## src/rtl/ps2hc_pkg.sv

```systemverilog
`default_nettype none

package ps2hc_pkg;

    typedef enum logic [2:0] {
        PH_IDLE     = 3'd0,
        PH_RX       = 3'd1,
        PH_INHIBIT  = 3'd2,
        PH_TXBITS   = 3'd3,
        PH_ACK_FALL = 3'd4,
        PH_ACK_RISE = 3'd5
    } t_phase;

    localparam logic [15:0] INHIBIT_RESET = 16'd110;
    localparam logic [15:0] TIMER_MAX     = 16'hFFFF;

    // Bit counter marks within a frame.
    localparam logic [3:0] CNT_DATA_BITS = 4'd8;
    localparam logic [3:0] CNT_PARITY    = 4'd9;
    localparam logic [3:0] CNT_STOP      = 4'd10;

endpackage

`default_nettype wire

```

## src/rtl/ps2_host_controller_unit.sv

```systemverilog
`default_nettype none

// Channel  | Handshake                | Payload
// ---------+--------------------------+-----------------------------------------------
// input    | i_in_valid / o_in_ready  | i_req_type, i_clk_in, i_dat_in, i_tx_byte
// result   | o_out_valid / i_out_ready| o_clk_pull_low, o_dat_pull_low, o_rx_valid,
//          |                          | o_rx_byte, o_rx_parity_error, o_tx_done, o_busy_res
// config   | i_cfg_we (no wait)       | i_cfg_data (inhibit ticks)
//
// One line sample per cycle: a transaction is taken whenever the result register is
// empty or being emptied, and its result is registered there on the next edge.
// The link state and the result register update in the same edge, so throughput is one
// sample per clock; a stalled result stops intake only while i_out_ready stays low.
// Synchronous active-low reset returns the link to idle, clock level high, and the
// inhibit time to 110 ticks.

module ps2_host_controller_unit (
    input  wire logic        i_clk,
    input  wire logic        i_rst_n,
    input  wire logic        i_cfg_we,
    input  wire logic [15:0] i_cfg_data,
    input  wire logic        i_in_valid,
    output logic             o_in_ready,
    input  wire logic        i_req_type,
    input  wire logic        i_clk_in,
    input  wire logic        i_dat_in,
    input  wire logic [7:0]  i_tx_byte,
    output logic             o_out_valid,
    input  wire logic        i_out_ready,
    output logic             o_clk_pull_low,
    output logic             o_dat_pull_low,
    output logic             o_rx_valid,
    output logic [7:0]       o_rx_byte,
    output logic             o_rx_parity_error,
    output logic             o_tx_done,
    output logic             o_busy_res
);

    logic [15:0]         r_inhibit_ticks;
    ps2hc_pkg::t_phase   r_phase, n_phase;
    logic                r_last_clk, n_last_clk;
    logic [3:0]          r_bit_cnt, n_bit_cnt;
    logic [7:0]          r_shift, n_shift;
    logic                r_parity, n_parity;
    logic [15:0]         r_timer, n_timer;

    logic                r_out_valid;
    logic                r_clk_pull_low, n_clk_pull_low;
    logic                r_dat_pull_low, n_dat_pull_low;
    logic                r_rx_valid, n_rx_valid;
    logic [7:0]          r_rx_byte, n_rx_byte;
    logic                r_rx_err, n_rx_err;
    logic                r_tx_done, n_tx_done;
    logic                r_busy, n_busy;

    logic                w_accept;
    logic                w_fall;
    logic                w_rise;

    assign o_in_ready = !r_out_valid || i_out_ready;
    assign w_accept   = i_in_valid && o_in_ready;
    assign w_fall     = r_last_clk && !i_clk_in;
    assign w_rise     = !r_last_clk && i_clk_in;

    always_comb begin
        n_phase    = r_phase;
        n_last_clk = i_clk_in;
        n_bit_cnt  = r_bit_cnt;
        n_shift    = r_shift;
        n_parity   = r_parity;
        n_timer    = r_timer;
        n_rx_valid = 1'b0;
        n_rx_byte  = 8'd0;
        n_rx_err   = 1'b0;
        n_tx_done  = 1'b0;

        case (r_phase)
            ps2hc_pkg::PH_RX: begin
                if (w_fall) begin
                    if (r_bit_cnt < ps2hc_pkg::CNT_DATA_BITS) begin
                        n_shift   = r_shift | (8'(i_dat_in) << r_bit_cnt[2:0]);
                        n_parity  = r_parity ^ i_dat_in;
                        n_bit_cnt = r_bit_cnt + 4'd1;
                    end else if (r_bit_cnt == ps2hc_pkg::CNT_DATA_BITS) begin
                        // Parity left at one means the frame was not odd.
                        n_parity  = r_parity ^ i_dat_in;
                        n_bit_cnt = r_bit_cnt + 4'd1;
                    end else begin
                        n_rx_valid = 1'b1;
                        n_rx_byte  = r_shift;
                        n_rx_err   = r_parity;
                        n_phase    = ps2hc_pkg::PH_IDLE;
                        n_bit_cnt  = 4'd0;
                    end
                end
            end
            ps2hc_pkg::PH_INHIBIT: begin
                if (r_timer != ps2hc_pkg::TIMER_MAX) begin
                    n_timer = r_timer + 16'd1;
                end
                if (n_timer >= r_inhibit_ticks) begin
                    n_phase   = ps2hc_pkg::PH_TXBITS;
                    n_bit_cnt = 4'd0;
                end
            end
            ps2hc_pkg::PH_TXBITS: begin
                if (w_fall) begin
                    if (r_bit_cnt < ps2hc_pkg::CNT_DATA_BITS) begin
                        n_parity = r_parity ^ r_shift[r_bit_cnt[2:0]];
                    end
                    if (r_bit_cnt < ps2hc_pkg::CNT_PARITY) begin
                        n_bit_cnt = r_bit_cnt + 4'd1;
                    end else begin
                        n_bit_cnt = ps2hc_pkg::CNT_STOP;
                        n_phase   = ps2hc_pkg::PH_ACK_FALL;
                    end
                end
            end
            ps2hc_pkg::PH_ACK_FALL: begin
                if (w_fall) begin
                    n_phase = ps2hc_pkg::PH_ACK_RISE;
                end
            end
            ps2hc_pkg::PH_ACK_RISE: begin
                if (w_rise) begin
                    n_phase   = ps2hc_pkg::PH_IDLE;
                    n_tx_done = 1'b1;
                    n_bit_cnt = 4'd0;
                end
            end
            default: begin
                // Idle, and any stray code behaves the same way. A send request wins
                // over a falling edge seen in the same sample.
                n_phase = ps2hc_pkg::PH_IDLE;
                if (i_req_type) begin
                    n_phase   = ps2hc_pkg::PH_INHIBIT;
                    n_timer   = 16'd0;
                    n_shift   = i_tx_byte;
                    n_bit_cnt = 4'd0;
                    n_parity  = 1'b1;
                end else if (w_fall) begin
                    n_phase   = ps2hc_pkg::PH_RX;
                    n_bit_cnt = 4'd0;
                    n_shift   = 8'd0;
                    n_parity  = 1'b1;
                end
            end
        endcase

        n_clk_pull_low = (n_phase == ps2hc_pkg::PH_INHIBIT);
        n_busy         = (n_phase != ps2hc_pkg::PH_IDLE);

        // Data line drive follows the updated transmit position.
        n_dat_pull_low = 1'b0;
        if (n_phase == ps2hc_pkg::PH_TXBITS) begin
            if (n_bit_cnt == 4'd0) begin
                n_dat_pull_low = 1'b1;
            end else if (n_bit_cnt <= ps2hc_pkg::CNT_DATA_BITS) begin
                n_dat_pull_low = !n_shift[3'(n_bit_cnt - 4'd1)];
            end else if (n_bit_cnt == ps2hc_pkg::CNT_PARITY) begin
                n_dat_pull_low = !n_parity;
            end
        end
    end

    always_ff @(posedge i_clk) begin
        if (!i_rst_n) begin
            r_inhibit_ticks <= ps2hc_pkg::INHIBIT_RESET;
        end else if (i_cfg_we) begin
            r_inhibit_ticks <= i_cfg_data;
        end
    end

    always_ff @(posedge i_clk) begin
        if (!i_rst_n) begin
            r_phase    <= ps2hc_pkg::PH_IDLE;
            r_last_clk <= 1'b1;
            r_bit_cnt  <= 4'd0;
            r_shift    <= 8'd0;
            r_parity   <= 1'b1;
            r_timer    <= 16'd0;
        end else if (w_accept) begin
            r_phase    <= n_phase;
            r_last_clk <= n_last_clk;
            r_bit_cnt  <= n_bit_cnt;
            r_shift    <= n_shift;
            r_parity   <= n_parity;
            r_timer    <= n_timer;
        end
    end

    always_ff @(posedge i_clk) begin
        if (!i_rst_n) begin
            r_out_valid <= 1'b0;
        end else if (w_accept) begin
            r_out_valid <= 1'b1;
        end else if (i_out_ready) begin
            r_out_valid <= 1'b0;
        end
    end

    always_ff @(posedge i_clk) begin
        if (w_accept) begin
            r_clk_pull_low <= n_clk_pull_low;
            r_dat_pull_low <= n_dat_pull_low;
            r_rx_valid     <= n_rx_valid;
            r_rx_byte      <= n_rx_byte;
            r_rx_err       <= n_rx_err;
            r_tx_done      <= n_tx_done;
            r_busy         <= n_busy;
        end
    end

    assign o_out_valid       = r_out_valid;
    assign o_clk_pull_low    = r_clk_pull_low;
    assign o_dat_pull_low    = r_dat_pull_low;
    assign o_rx_valid        = r_rx_valid;
    assign o_rx_byte         = r_rx_byte;
    assign o_rx_parity_error = r_rx_err;
    assign o_tx_done         = r_tx_done;
    assign o_busy_res        = r_busy;

`ifndef SYNTHESIS
    a_req_starts_inhibit: assert property (@(posedge i_clk) disable iff (!i_rst_n)
        (w_accept && r_phase == ps2hc_pkg::PH_IDLE && i_req_type)
        |=> (r_phase == ps2hc_pkg::PH_INHIBIT && o_clk_pull_low))
        else $error("send request did not enter the inhibit phase");

    a_rx_done_idle: assert property (@(posedge i_clk) disable iff (!i_rst_n)
        (o_out_valid && (o_rx_valid || o_tx_done)) |-> !o_busy_res)
        else $error("frame completed but link still busy");

    a_inhibit_no_data: assert property (@(posedge i_clk) disable iff (!i_rst_n)
        (o_out_valid && o_clk_pull_low) |-> !o_dat_pull_low)
        else $error("data driven during clock inhibit");

    a_bit_cnt_range: assert property (@(posedge i_clk) disable iff (!i_rst_n)
        r_bit_cnt <= ps2hc_pkg::CNT_STOP)
        else $error("bit counter out of range");

    a_state_holds_on_stall: assert property (@(posedge i_clk) disable iff (!i_rst_n)
        !w_accept |=> $stable(r_phase) && $stable(r_bit_cnt))
        else $error("link state moved without a transaction");
`endif

endmodule

`default_nettype wire

```

## config.mk

```make
export PLATFORM = sky130hd
export DESIGN_NAME = ps2_host_controller_unit
export DESIGN_NICKNAME = d
export VERILOG_FILES = /design/src/rtl/ps2hc_pkg.sv /design/src/rtl/ps2_host_controller_unit.sv
export SDC_FILE = /design/constraint.sdc
export NUM_CORES = 1
export LEC_CHECK = 0
export BUFFER_PORTS_ARGS = -buffer_cell sky130_fd_sc_hd__buf_2
export CAP_MARGIN = 20
export CORE_MARGIN = 2
export CORE_UTILIZATION = 55
export CTS_BUF_LIST = sky130_fd_sc_hd__clkbuf_4 sky130_fd_sc_hd__clkbuf_8
export CTS_CLUSTER_SIZE = 28
export DETAILED_ROUTE_END_ITERATION = 8
export PLACE_DENSITY_LB_ADDON = 0.15
export SYNTH_ARGS = -nofsm -noshare
export SYNTH_HDL_FRONTEND = slang
export SYNTH_SLANG_ARGS = --single-unit
```

## constraint.sdc

```tcl
create_clock -name i_clk -period 6.4 [get_ports i_clk]
set_input_delay 0.64 -clock i_clk [delete_from_list [all_inputs] [get_ports i_clk]]
set_output_delay 0.64 -clock i_clk [all_outputs]
set_load 0.02 [all_outputs]
```

==> qor.yml <==
cts:
  cts_buffers: 9
  cts_resized: 0
  root_buffer: "clkbuf_8"
  clk_path_buf_depth: 2
  cts.sinks: 64
  cts-hold-fix-buffers: 0
  postCtsSetupBuffers: 0
  clk_pin_slew_ns: 0.07
  htreeDepth: 3
  cts_tree: "yes"
  clk_latency_ns: 0.34
timing:
  final.period_utilization: 0.8480
  setup_viol: 0
  relSlewSlack: 0.4902
  finalHoldViolations: 0
  drv_slew: 0
  clock_skew_ns: 0.01138
  rsz0062_at_grt: "no"
  max_freq_mhz: 184.3
  worstMarginPinSlew_ns: 0.7643
  fin_crit_ns: 5.427
  fin_tns_setup_ns: 0
setup_path:
  worstSetupPathType: "reg2reg"
  cp_max_fo: 9
  r2r_slack_ns: 0.97
  cp.arrival_ns: 5.59
  worstPathRequired_ns: 6.57
  cp-start-kind: "flip-flop"
  r2r_end: "o_dat_pull_low"
  rr_startpoint: "r_timer[2]"
  end_kind: "flip-flop"
  worst-r2r-cell-count: 17
floorplan:
  coreArea_sq_um: 7214
  rows: 31
  die-area_sq_um: 8116
  die_w_um: 90.09
  die_height_um: 90.09
  io_pins: 48
  start_util: 0.5650
yosys:
  synth-seq-cells: 64
  yosysWarnings: 0
  yosysMostFrequentCell: "dfxtp_1"
  synth_edf_count: 14
  yosys-top-cells-count: "dfxtp_1, nand2_1, inv_1"
  avgSynthCellArea_sq_um: 8.862
  netlist_area_sq_um: 4076
  ys_seq_area_frac: 0.3487
  syn_nets: 514
  synth_top_area_cell: "dfxtp_1"
  synthArstFlopShare: 0
  synth_cells: 460
  synth_cell_type_count: 73
  synth_area_leaders: "dfxtp_1, edfxtp_1, ha_1, nand2_1, mux2i_1"
  synth_flop_cell: "dfxtp_1"
  yosysTopAreaCellShare: 0.2455
global_routing:
  antenna_found_initial: 0
  grt_use_total: 0.2341
  grt.overflow.total: 0
  grt_max_degree: 45
  grt_pass1_vias: 3302
  grt_pass1_wl_um: 15740
finish:
  finalNetCount: 551
  antenna_cells: 0
  syn2layout_area_growth_pct: 11.85
  layout-drive-gt1-share: 0.1653
  register_area_sq_um: 1421
  fill_cells: 627
  layoutNonFillerInstCount: 601
  multi_input_area_sq_um: 2429
hold_path:
  hold_path_class: "reg2reg"
  worst_hold_path.endpoint: "r_timer[9]"
  min_path_cells: 1
  holdCritStartpoint: "r_timer[9]"
placed_design:
  io_buffers: 47
  place_congestion: 0.8863
  numPlacedInstances: 584
  hpwl_um: 6559
detailed_routing:
  route.antenna.remaining_nets: 0
  drc: 0
  drt-pass1-iter-count: 7
  post_drt_wl_per_cell_um: 15.38
  vias: 3496
  drt-total-wl_um: 9246
  vias_per_cell: 5.817
  drtIter0Drc: 182
pwr:
  p_per_area_nw_per_um2: 204.5
  p_leak_uw: 0.001930
  ir_drop_mv: 0.1286
  p_total_uw: 932.2
flow_run:
  cap_viol_max_count: 0
outcome:
  status: "complete, no violations"
[critical path, stage by stage, from the launching register on]
cell      delay (ns)
dfxtp_1         0.50
and4_1          0.27
nand4_2         0.19
nor4_4          0.42
nand3_4         0.18
and3_1          0.30
and4_4          0.24
xor2_1          0.14
ha_1            0.29
nand2_1         0.06
a211o_1         0.25
o211ai_1        0.33
nor3_1          0.10
a2111o_1        0.51
ha_1            0.38
mux4_1          0.59
or2_0           0.25
a221oi_2        0.25
[stage by stage]
step | setup WS [ns] | hold WS [ns] | instance area [sq um] | util
floorplan | 1.485 | 0.4388 | 4076 | -
global placement | 1.214 | 0.4567 | 4340 | 0.6016
detailed placement | 1.060 | 0.4730 | 4340 | 0.6016
CTS | 1.015 | 0.4833 | 4532 | 0.6282
global route | 0.6516 | 0.5013 | 4559 | 0.6320
finish | 0.9728 | 0.4833 | 4559 | 0.6320
[layout make-up]
| class | instances | area share |
|---|---|---|
| Multi-Input combinational cell | 341 | 0.5327 |
| Sequential cell | 64 | 0.3117 |
| Timing Repair Buffer | 50 | 0.06092 |
| Clock buffer | 10 | 0.02881 |
| Tap cell | 99 | 0.02717 |
| Inverter | 31 | 0.02552 |
| Clock inverter | 6 | 0.01317 |
[layer usage]
layer,global-route usage,vias to the layer above,part of all wire
met5,0,-,0
met4,0.08590,0,0.015
met3,0.04023,12,0.051
met2,0.3546,91,0.44
met1,0.3356,1636,0.49
li1,-,1757,-
[worst max-delay path by stage]
| stage | startpoint | end | slack, ns | depth (start not counted) |
|---|---|---|---|---|
| floorplan | r_timer[2] | o_dat_pull_low | 1.49 | 19 |
| global placement | r_timer[2] | o_dat_pull_low | 1.21 | 17 |
| detailed placement | r_timer[2] | o_dat_pull_low | 1.06 | 17 |
| CTS | r_timer[2] | o_dat_pull_low | 1.01 | 17 |
| global route | r_timer[2] | o_dat_pull_low | 0.65 | 17 |
| finish | r_timer[2] | o_dat_pull_low | 0.97 | 17 |
[layout by cell type (no fill, tap or decap), drive strengths merged, types with 5 or more instances in the layout]
master | netlist | layout
a21boi | 8 | 8
nand2b | 10 | 10
mux2i | 15 | 15
dfxtp | 50 | 50
inv | 30 | 30
o211ai | 7 | 7
nor2b | 21 | 21
xnor2 | 7 | 7
a31oi | 11 | 11
clkinv | 1 | 5
nor4 | 9 | 9
nand2 | 49 | 49
nor3b | 6 | 6
a221o | 5 | 5
clkbuf | 16 | 10
edfxtp | 14 | 14
o21ai | 9 | 9
nor2 | 24 | 24
a21o | 5 | 5
buf | 8 | 50
nor3 | 11 | 11
a22oi | 6 | 6
and2 | 14 | 14
xor2 | 5 | 5
a21oi | 22 | 22
o211a | 7 | 7
ha | 22 | 22
nand3 | 10 | 10
[registers in the layout (all words and copies together), names as in the netlist]
name,cells
r_inhibit_ticks,16
r_timer,16
o_rx_byte,8
r_shift,8
r_bit_cnt,4
r_phase,3
o_busy_res,1
o_clk_pull_low,1
o_dat_pull_low,1
o_out_valid,1
o_rx_parity_error,1
o_rx_valid,1
o_tx_done,1
r_last_clk,1
r_parity,1
[report_power, final]
group	switching, uW	internal [uW]	total [uW]
Clock	158	182	340
Sequential	16.5	431	448
Combinational	83.8	60.9	145
Total	258	674	932
[logic make-up (layout without fill, tap and decap cells)]
| kind of cell | count (synthesis) | count (layout) | synth area share |
|---|---|---|---|
| AOI/OAI and AO/OA | 109 | 109 | 0.1968 |
| xor gates and xnor gates | 12 | 12 | 0.02578 |
| adders and majority gates | 22 | 22 | 0.06753 |
| buffers and inverters | 55 | 97 | 0.05555 |
| DFF | 64 | 64 | 0.3487 |
| muxes | 21 | 21 | 0.06538 |
| and+or+nand+nor | 177 | 177 | 0.2403 |
Power figures use the tool's default switching activity.
